**src/hdl/hkrt_pkg.sv**
```systemverilog
package hkrt_pkg;

   // Number of key slots that the report keeps.
   localparam int KEY_SLOTS = 16;
   // At most this many slots are reported after each command.
   localparam int REPORT_MAX = 16;
   localparam int REPORT_N = (KEY_SLOTS < REPORT_MAX) ? KEY_SLOTS : REPORT_MAX;

   localparam int SLOT_IDX_W = (KEY_SLOTS > 1) ? $clog2(KEY_SLOTS) : 1;
   localparam int REPORT_IDX_W = (REPORT_N > 1) ? $clog2(REPORT_N) : 1;
   localparam int COUNT_W = $clog2(KEY_SLOTS + 1);

   // Modifier usage codes 0xE0 to 0xE7.
   localparam logic [7:0] MOD_GROUP_MASK = 8'hf8;
   localparam logic [7:0] MOD_GROUP_CODE = 8'he0;
   localparam logic [7:0] MOD_BIT_MASK = 8'h07;

   // Command codes.
   localparam logic [1:0] MODE_DOWN = 2'd0;
   localparam logic [1:0] MODE_UP = 2'd1;
   localparam logic [1:0] MODE_NOOP = 2'd2;
   localparam logic [1:0] MODE_CLEAR = 2'd3;

   typedef struct packed {
      logic [1:0] mode;
      logic [7:0] key_code;
   } req_type;

   typedef struct packed {
      logic [3:0] slot_index;
      logic [7:0] slot_key;
      logic [7:0] modifiers;
      logic [4:0] key_count;
      logic       last;
   } rsp_type;

   // Commands from the controller to the datapath.
   typedef struct packed {
      logic capture;
      logic apply;
      logic first;
      logic advance;
   } ctl_cmd_type;

   // Status from the datapath to the controller.
   typedef struct packed {
      logic last_slot;
   } ctl_sts_type;

endpackage

```
**src/hdl/hid_key_report_tracker.sv**
```systemverilog
// Keyboard HID report tracker. Each request transaction carries one command
// (key down, key up, no-op or clear) and a usage code; codes 0xE0 to 0xE7 set or
// clear modifier bits, other nonzero codes are added to or removed from an ordered
// list of 16 key slots. After every command the full report is returned as 16
// response transactions, slot 0 first, each carrying the slot's code, the modifier
// mask and the key count, with last set on slot 15. A command is accepted, then
// the slot registers are updated, then the slots are reported one at a time,
// paced by the slot counter and held while the response side stalls. A new request
// is taken only once the previous report has been fully delivered.
module hid_key_report_tracker (
   input  logic              clock,
   input  logic              reset,
   input  logic              req_valid,
   output logic              req_stall,
   input  hkrt_pkg::req_type req_payload,
   output logic              rsp_valid,
   input  logic              rsp_stall,
   output hkrt_pkg::rsp_type rsp_payload
);

   hkrt_pkg::ctl_cmd_type cmd;
   hkrt_pkg::ctl_sts_type sts;

   // Command sequencing.
   hkrt_controller u_controller (
      .clock     (clock),
      .reset     (reset),
      .req_valid (req_valid),
      .req_stall (req_stall),
      .rsp_valid (rsp_valid),
      .rsp_stall (rsp_stall),
      .sts       (sts),
      .cmd       (cmd)
   );

   // Report state and slot readout.
   hkrt_datapath u_datapath (
      .clock       (clock),
      .reset       (reset),
      .req_payload (req_payload),
      .cmd         (cmd),
      .sts         (sts),
      .rsp_payload (rsp_payload)
   );

endmodule

```
**src/hdl/hkrt_datapath.sv**
```systemverilog
module hkrt_datapath (
   input  logic                 clock,
   input  logic                 reset,
   input  hkrt_pkg::req_type     req_payload,
   input  hkrt_pkg::ctl_cmd_type cmd,
   output hkrt_pkg::ctl_sts_type sts,
   output hkrt_pkg::rsp_type     rsp_payload
);

   logic [7:0] slots_ff [hkrt_pkg::KEY_SLOTS];
   logic [7:0] slots_in [hkrt_pkg::KEY_SLOTS];
   logic [7:0] mod_ff;
   logic [7:0] mod_in;
   logic [hkrt_pkg::COUNT_W-1:0] count_ff;
   logic [hkrt_pkg::COUNT_W-1:0] count_in;
   logic [hkrt_pkg::REPORT_IDX_W-1:0] idx_ff;
   logic [hkrt_pkg::REPORT_IDX_W-1:0] idx_in;
   hkrt_pkg::req_type cmd_ff;
   hkrt_pkg::req_type cmd_in;

   logic [hkrt_pkg::KEY_SLOTS-1:0] match;
   logic [hkrt_pkg::KEY_SLOTS-1:0] at_or_after;
   logic [7:0] shifted [hkrt_pkg::KEY_SLOTS];
   logic       is_mod;
   logic       code_nz;
   logic       any_match;
   logic       full;
   logic [7:0] mod_bit;
   logic       seen;
   logic [hkrt_pkg::SLOT_IDX_W-1:0] slot_sel;

   // Decode of the held command.
   always_comb begin
      is_mod = (cmd_ff.key_code & hkrt_pkg::MOD_GROUP_MASK) == hkrt_pkg::MOD_GROUP_CODE;
      code_nz = cmd_ff.key_code != 8'h00;
      mod_bit = 8'h01 << (cmd_ff.key_code & hkrt_pkg::MOD_BIT_MASK);
      full = count_ff == hkrt_pkg::COUNT_W'(hkrt_pkg::KEY_SLOTS);
   end

   // Compare the code against every slot. Empty slots hold zero and a zero code
   // is never looked up, so only occupied slots can match.
   always_comb begin
      seen = 1'b0;
      for (int i = 0; i < hkrt_pkg::KEY_SLOTS; i++) begin
         match[i] = slots_ff[i] == cmd_ff.key_code;
         seen = seen | match[i];
         at_or_after[i] = seen;
      end
      any_match = seen;
   end

   // Slots moved down by one for a key release.
   always_comb begin
      for (int i = 0; i < hkrt_pkg::KEY_SLOTS - 1; i++) begin
         shifted[i] = slots_ff[i + 1];
      end
      shifted[hkrt_pkg::KEY_SLOTS - 1] = 8'h00;
   end

   // Next report state for the held command.
   always_comb begin
      slots_in = slots_ff;
      mod_in = mod_ff;
      count_in = count_ff;
      if (cmd.apply) begin
         unique case (cmd_ff.mode)
            hkrt_pkg::MODE_DOWN: begin
               if (is_mod) begin
                  mod_in = mod_ff | mod_bit;
               end else if (code_nz && !any_match && !full) begin
                  for (int i = 0; i < hkrt_pkg::KEY_SLOTS; i++) begin
                     if (count_ff == hkrt_pkg::COUNT_W'(i)) begin
                        slots_in[i] = cmd_ff.key_code;
                     end
                  end
                  count_in = count_ff + 1'b1;
               end
            end
            hkrt_pkg::MODE_UP: begin
               if (is_mod) begin
                  mod_in = mod_ff & ~mod_bit;
               end else if (code_nz && any_match) begin
                  for (int i = 0; i < hkrt_pkg::KEY_SLOTS; i++) begin
                     if (at_or_after[i]) begin
                        slots_in[i] = shifted[i];
                     end
                  end
                  count_in = count_ff - 1'b1;
               end
            end
            hkrt_pkg::MODE_CLEAR: begin
               for (int i = 0; i < hkrt_pkg::KEY_SLOTS; i++) begin
                  slots_in[i] = 8'h00;
               end
               mod_in = 8'h00;
               count_in = '0;
            end
            hkrt_pkg::MODE_NOOP: begin
            end
            default: begin
            end
         endcase
      end
   end

   // Held command capture and report slot counter.
   always_comb begin
      cmd_in = cmd.capture ? req_payload : cmd_ff;
      if (cmd.first) begin
         idx_in = '0;
      end else if (cmd.advance) begin
         idx_in = idx_ff + 1'b1;
      end else begin
         idx_in = idx_ff;
      end
   end

   always_ff @(posedge clock) begin
      if (reset) begin
         for (int i = 0; i < hkrt_pkg::KEY_SLOTS; i++) begin
            slots_ff[i] <= 8'h00;
         end
         mod_ff <= 8'h00;
         count_ff <= '0;
      end else begin
         slots_ff <= slots_in;
         mod_ff <= mod_in;
         count_ff <= count_in;
      end
   end

   always_ff @(posedge clock) begin
      cmd_ff <= cmd_in;
      idx_ff <= idx_in;
   end

   // Result fields for the slot being reported.
   always_comb begin
      slot_sel = hkrt_pkg::SLOT_IDX_W'(idx_ff);
      sts.last_slot = idx_ff == hkrt_pkg::REPORT_IDX_W'(hkrt_pkg::REPORT_N - 1);
      rsp_payload.slot_index = 4'(idx_ff);
      rsp_payload.slot_key = slots_ff[slot_sel];
      rsp_payload.modifiers = mod_ff;
      rsp_payload.key_count = 5'(count_ff);
      rsp_payload.last = sts.last_slot;
   end

endmodule

```
**src/hdl/hkrt_controller.sv**
```systemverilog
module hkrt_controller (
   input  logic                  clock,
   input  logic                  reset,
   input  logic                  req_valid,
   output logic                  req_stall,
   output logic                  rsp_valid,
   input  logic                  rsp_stall,
   input  hkrt_pkg::ctl_sts_type  sts,
   output hkrt_pkg::ctl_cmd_type  cmd
);

   localparam logic [1:0] ST_IDLE = 2'd0;
   localparam logic [1:0] ST_APPLY = 2'd1;
   localparam logic [1:0] ST_EMIT = 2'd2;

   logic [1:0] state_ff;
   logic [1:0] state_in;

   // Sequence: take one transaction, update the report, then emit every slot.
   always_comb begin
      state_in = state_ff;
      cmd = '0;
      req_stall = 1'b1;
      rsp_valid = 1'b0;
      unique case (state_ff)
         ST_IDLE: begin
            req_stall = 1'b0;
            if (req_valid) begin
               cmd.capture = 1'b1;
               state_in = ST_APPLY;
            end
         end
         ST_APPLY: begin
            cmd.apply = 1'b1;
            cmd.first = 1'b1;
            state_in = ST_EMIT;
         end
         ST_EMIT: begin
            rsp_valid = 1'b1;
            if (!rsp_stall) begin
               cmd.advance = 1'b1;
               if (sts.last_slot) begin
                  state_in = ST_IDLE;
               end
            end
         end
         default: begin
            state_in = ST_IDLE;
         end
      endcase
   end

   always_ff @(posedge clock) begin
      if (reset) begin
         state_ff <= ST_IDLE;
      end else begin
         state_ff <= state_in;
      end
   end

endmodule
```
**config.mk**
```make
export PLATFORM = sky130hd
export DESIGN_NAME = hid_key_report_tracker
export DESIGN_NICKNAME = d
export VERILOG_FILES = /design/src/hdl/hkrt_pkg.sv /design/src/hdl/hid_key_report_tracker.sv /design/src/hdl/hkrt_datapath.sv /design/src/hdl/hkrt_controller.sv
export SDC_FILE = /design/constraint.sdc
export NUM_CORES = 1
export LEC_CHECK = 0
export BUFFER_PORTS_ARGS = -buffer_cell sky130_fd_sc_hd__buf_2
export CORE_AREA = 2 2 134 136
export CTS_CLUSTER_SIZE = 14
export DETAILED_ROUTE_END_ITERATION = 10
export DIE_AREA = 0 0 136 138
export MAX_ROUTING_LAYER = met4
export PLACE_DENSITY = 0.77
export SLEW_MARGIN = 20
export SYNTH_ARGS = -nofsm -noshare
export SYNTH_HDL_FRONTEND = slang
export SYNTH_SLANG_ARGS = --single-unit
```
**constraint.sdc**
```tcl
create_clock -name clock -period 5.5 [get_ports clock]
set_input_delay 0.275 -clock clock [delete_from_list [all_inputs] [get_ports clock]]
set_output_delay 0.275 -clock clock [all_outputs]
set_load 0.03 [all_outputs]
```
* Yosys cells after proc, flatten, opt, wreduce, memory -nomap -nowiden
Index checks and enable logic that the tools add are counted.
** Word-level totals
- Input bits :: 14
- Register bits :: 157
- Output and inout bits :: 28
- Logic and storage cells :: 213
** Operators by class
- Mux-type cells :: 59
- Add/subtract/negate cells :: 3
- Shift operators :: 1
- Bitwise gates (word level) :: 19
- Equal/unequal tests :: 79
- Order comparisons :: 1
- Reduce and logical (&&, ||, !) cells :: 29
** Operators by type and width (count)
- $mux 128 :: 4
- $pmux 128 s3 :: 1
- $mux 8 :: 36
- $eq 8x8->1 :: 16
- $reduce_and 8->1 :: 16
- $ne 2x1->1 const B :: 36
- $eq 5x4->1 const B :: 8
- $bmux 8 s4 :: 1
- $pmux 8 s3 :: 1
- $eq 5x3->1 const B :: 4
- $mux 5 :: 4
- $or 1x1->1 :: 15
- $pmux 5 s3 :: 1
- $eq 5x2->1 const B :: 2
- $eq 5x5->1 const B :: 2
- $ne 2x2->1 const B :: 5
- $and 8x8->8 :: 1
- $mux 2 :: 4
- $not 8->8 :: 1
- $or 8x8->8 :: 1
- $reduce_bool 8->1 :: 1
- $shl 1x3->8 const A :: 1
- $mux 1 :: 6
- $pmux 2 s3 :: 1
- other kinds (17) :: 23

* Logic depth before layout (Yosys ltp)
- Depth in word-level cells :: 22
- Mapped depth :: 13
- Gate-level depth less buffers :: 8

* Modules after synthesis
Synthesis repeated with hierarchy kept, for this count alone.
** Second synthesis, totals
- Cell total of the unflattened synthesis :: 1236
- Area, all modules :: 10538.9 µm²
** Modules (own cells, without submodules)
- hkrt_datapath :: cells each 1222, seq. area each 3203.1 µm², instances 1, area each 10410.0 µm²
- hkrt_controller :: cells each 14, seq. area each 40.0 µm², instances 1, area each 128.9 µm²

* Worst setup path after synthesis
Ideal clock, no wire load.
- Kind :: register to output
- Start :: register u_datapath.idx_ff[1] in the netlist's numbering
- End :: output rsp_payload[21] in the netlist's numbering
- Setup slack :: 2.475 ns
- Arrival time :: 2.750 ns
- Required time :: 5.225 ns
- Stages on the path, launching flop included :: 6
- Buffers on the path :: 3
- Cell sequence :: dfxtp_1 -> clkbuf_1 -> buf_1 -> clkbuf_1 -> mux4_2 -> mux4_2
** RTL lines
- from (decl) :: RTL line hkrt_datapath.sv:16 : logic [hkrt_pkg::REPORT_IDX_W-1:0] idx_ff;
- from (signal assigned) :: RTL line hkrt_datapath.sv:134 : idx_ff <= idx_in;
- to (decl) :: RTL line hid_key_report_tracker.sv:18 : output hkrt_pkg::rsp_type rsp_payload

* Worst setup path in the final report
- Start :: register u_datapath.cmd_ff[2] in the netlist's numbering
- End :: register u_datapath.slots_ff, in the netlist u_datapath.shifted[114]
** Between the ends
- Cells in the longest elaborated chain, start to end :: 21
- Elaborated cells between the ends (all ways) :: 44
- Those cells by class :: eq/ne (19); mux (4); bitwise (15); reduce/logical (6)
** RTL lines
- from (decl) :: RTL line hkrt_datapath.sv:18 : hkrt_pkg::req_type cmd_ff;
- from (signal assigned) :: RTL line hkrt_datapath.sv:133 : cmd_ff <= cmd_in;
- $eq 8x8->1 :: RTL line hkrt_datapath.sv:45 : match[i] = slots_ff[i] == cmd_ff.key_code;
- $or 1x1->1 (15 in series) :: RTL line hkrt_datapath.sv:46 : seen = seen | match[i];
- $logic_not 1->1 :: RTL line hkrt_datapath.sv:70 : end else if (code_nz && !any_match && !full) begin
- $logic_and 1x1->1 (2 in series) :: RTL line hkrt_datapath.sv:70
- $ne 2x1->1 (no source line)
- $reduce_and 8->1 (no source line)
- to (signal assigned) :: RTL line hkrt_datapath.sv:126 : slots_ff <= slots_in;
- to (decl) :: RTL line hkrt_datapath.sv:10 : logic [7:0] slots_ff [hkrt_pkg::KEY_SLOTS];
Parallel ways exist; a longest one is shown, timed or not. The select of a mux whose other input is x is not followed.
A chain may end at the register's enable or synchronous reset.

==> metrics <==
status=completed; Net Sw Frac=31.23%; Final #Nets=around 1200; # diodes=0; clock share of power=between 40% and 50%; syn nets=~1200; Die Wd=~140 um; Top FF cell, synth=dfxtp_1; Via density=between 6 and 7; switching pwr=0.9602 mW; post-synth cell types=56; WP data arrival=between 4000 and 5000 ps; Post-CTS Repair Setup Buffers=0; CP startpoint=u_datapath.cmd_ff[2]$_DFFE_PP_; pin count of the biggest net entering global routing=roughly 210; most frequent cells in the layout=a21oi_1 (233), dfxtp_1 (145), o21ai_0 (115); critical path peak fanout=32; register area share after synthesis=a little under a third; DR DRC count=0; CTS tree=done; Peak supply drop=~0.30 mV; leakage power=around 3.6 nW; WL/cell=22.68 um; flops & latches, synth=between 150 and 200; Routed Antenna Nets=0; Setup-failing EPs final=0; ys async rst share=0%; clock buffer count from CTS=17; Pwr per Cell Area=between 200 and 300 nW/um^2; H-tree levels=4; setup slack at placement=between 1500 and 2000 ps; Placeable Area=about 18000 um^2; max_cap viols=0; Layout Cells excl Fill=1383; Inst Count DP=between 1000 and 1500; Initial Util=between 50 and 60%; synthesized cell area=10250 um^2; final number of hold-violating endpoints=0; Final HPWL DP=19260 um; RD Place Congestion=0.9598; HP Class=in2reg; Routed Wire Length=roughly 31000 um; Detailed Route Iter0 Violations=~1200; Post-synth EDFFs=10; Fmax=between 200 and 300 MHz; Port Buffers=roughly 40; Worst Path Required=5840 ps; Area Growth Syn to Fin=7.443%; row cnt=49; Critical Path Sink Type=flip-flop; clock sinks=157; r2r setup slk=~1600 ps; Clock Path Buffers=2; Pre-antenna DRT Iters=5; Syn Inst Count=roughly 1200; Root Buffer Master=clkbuf_16; min cycle time layout=between 3000 and 4000 ps; Pint=2.115 mW; final setup margin=1606 ps; critical path type=reg2reg; first-pass GRT wire length=about 48000 um; grt ovf=0; syn_area_per_cell=8.735 um^2; CTS clk-pin slew, worst paths=approximately 70 ps; PostCTS Resize Cnt=0; Vias=9617; Critical R2R Launch=u_datapath.cmd_ff[2]$_DFFE_PP_; Worst slew margin=between 20 and 30%; slew at the pin closest to its max-slew limit=about 1100 ps; Worst setup SP type=flip-flop; Die ar.=between 15000 and 20000 um^2; cts hold-fix bufs=3; RSZ-0062 raised after global routing=false; Seq pwr share=40.6%; reg-to-reg endpoint=u_datapath.shifted[114]$_SDFFE_PP0P_; Slew Viols, Final=0; Total GRT Usage=between 30% and 40%; initial antenna violation count=0; worst setup path end=u_datapath.shifted[114]$_SDFFE_PP0P_; Die H=between 100 and 150 um; Post-Route Skew=6.832 ps; number of fill cells=roughly 1400; Final Cycle Share=a little over two thirds; share of cells above drive strength 1=around 16%; Setup TNS=0 ps; commonest non-fill, non-tap cell in the layout=a21oi_1; hold_ws=6.351 ps; Synth warnings=0; I/O pins=42; clk_lat worst skew=450 ps; Worst Reg-to-Reg Cells=10; Comb power frac=roughly a fifth; Design Power=between 3 and 4 mW; vias in the first global route=between 8000 and 9000
## critical path: stages (launching register included)
cell and delay [ps]:
edfxtp_1 980, buf_4 340, xnor2_1 140, nand4_1 130
o22ai_1 340, a211oi_2 90, nand4_2 180, mux2i_4 720
buf_4 450, a21oi_1 110, a311oi_1 300
## cells in the mapped netlist, types with 8 or more instances
library cell / instances / area [um^2]
a21oi_1: 233 / 1166
dfxtp_1: 147 / 2943
o21ai_0: 115 / 575.6
xnor2_1: 113 / 989.7
clkbuf_1: 87 / 326.6
or3_1: 60 / 375.4
nor2b_1: 50 / 312.8
mux4_2: 40 / 900.9
nor2_1: 33 / 123.9
nand2_1: 30 / 112.6
nand4_1: 29 / 181.4
a311oi_1: 25 / 219.0
o41ai_1: 20 / 175.2
o41ai_2: 20 / 325.3
buf_6: 17 / 191.4
nor3_1: 17 / 85.08
xor2_1: 16 / 140.1
nand3_1: 11 / 55.05
edfxtp_1: 10 / 300.3
buf_1: 8 / 30.03
## power by group through the flow
stage	sequential, mW	clock (mW)	combinational (mW)
2_1_floorplan	1.25	0	0.453
3_3_place_gp	1.27	0	0.550
3_5_place_dp	1.27	0	0.559
4_1_cts	1.24	1.24	0.566
5_1_grt	1.25	1.28	0.622
6_report	1.25	1.24	0.585
## worst min-delay path by stage
| stage | start | end | slack [ps] | cells past startpoint |
|---|---|---|---|---|
| final | req_payload[8] | u_datapath.cmd_ff[8]$_DFFE_PP_ | 6 | 1 |
| after global routing | req_payload[8] | u_datapath.cmd_ff[8]$_DFFE_PP_ | 4 | 1 |
| after CTS | req_payload[5] | u_datapath.cmd_ff[5]$_DFFE_PP_ | 4 | 1 |
| after detailed placement | req_payload[9] | u_datapath.cmd_ff[9]$_DFFE_PP_ | 450 | 1 |
| after global placement | req_payload[4] | u_datapath.cmd_ff[4]$_DFFE_PP_ | 450 | 1 |
| after floorplan | req_payload[0] | u_datapath.cmd_ff[0]$_DFFE_PP_ | 370 | 0 |
## final cells by class
class                           count  area (um^2)  share of cell area, %
Multi-Input combinational cell    878         6326                  57.42
Sequential cell                   157         3246                  29.46
Tap cell                          229        286.5                  2.600
Timing Repair Buffer               78        519.2                  4.713
Clock buffer                       19        442.9                  4.020
Clock inverter                     13        163.9                  1.488
Inverter                            9        33.78                 0.3066
## layer usage
layer / up-vias / GRT usage (%) / share of wire, %
li1: 4291 / - / -
met1: 4611 / 43.35 / 40
met2: 593 / 50.20 / 46
met3: 122 / 7.297 / 9.8
met4: 0 / 16.39 / 4.2
met5: - / - / 0
## flip-flops by register name, summed over array words and instances (netlist names)
| name | count |
|---|---|
| u_datapath.cmd_ff | 10 |
| u_datapath.slots_ff | 8 |
| u_controller.state_ff | 2 |
| u_datapath.count_ff | 5 |
| u_datapath.mod_ff | 8 |
| u_datapath.shifted | 120 |
| u_datapath.idx_ff | 4 |
## per-stage QoR
| stage | area [um^2] | utilization [%] |
|---|---|---|
| finish | 11020 | 62.84 |
| global route | 11020 | 62.84 |
| CTS | 10970 | 62.56 |
| detailed placement | 10330 | 58.93 |
| global placement | 10330 | 58.93 |
| floorplan | 10250 | - |
## cells by family after synthesis
family / after synthesis / synth area share (%)
AOI/OAI and AO/OA: 452 / 26.82
and+or+nand+nor: 248 / 13.49
DFF: 157 / 31.63
buffers and inverters: 139 / 7.162
xor gates and xnor gates: 129 / 11.02
muxes: 42 / 9.029
adders and majority gates: 7 / 0.8540
No activity file was read; power rests on OpenSTA's default activity.
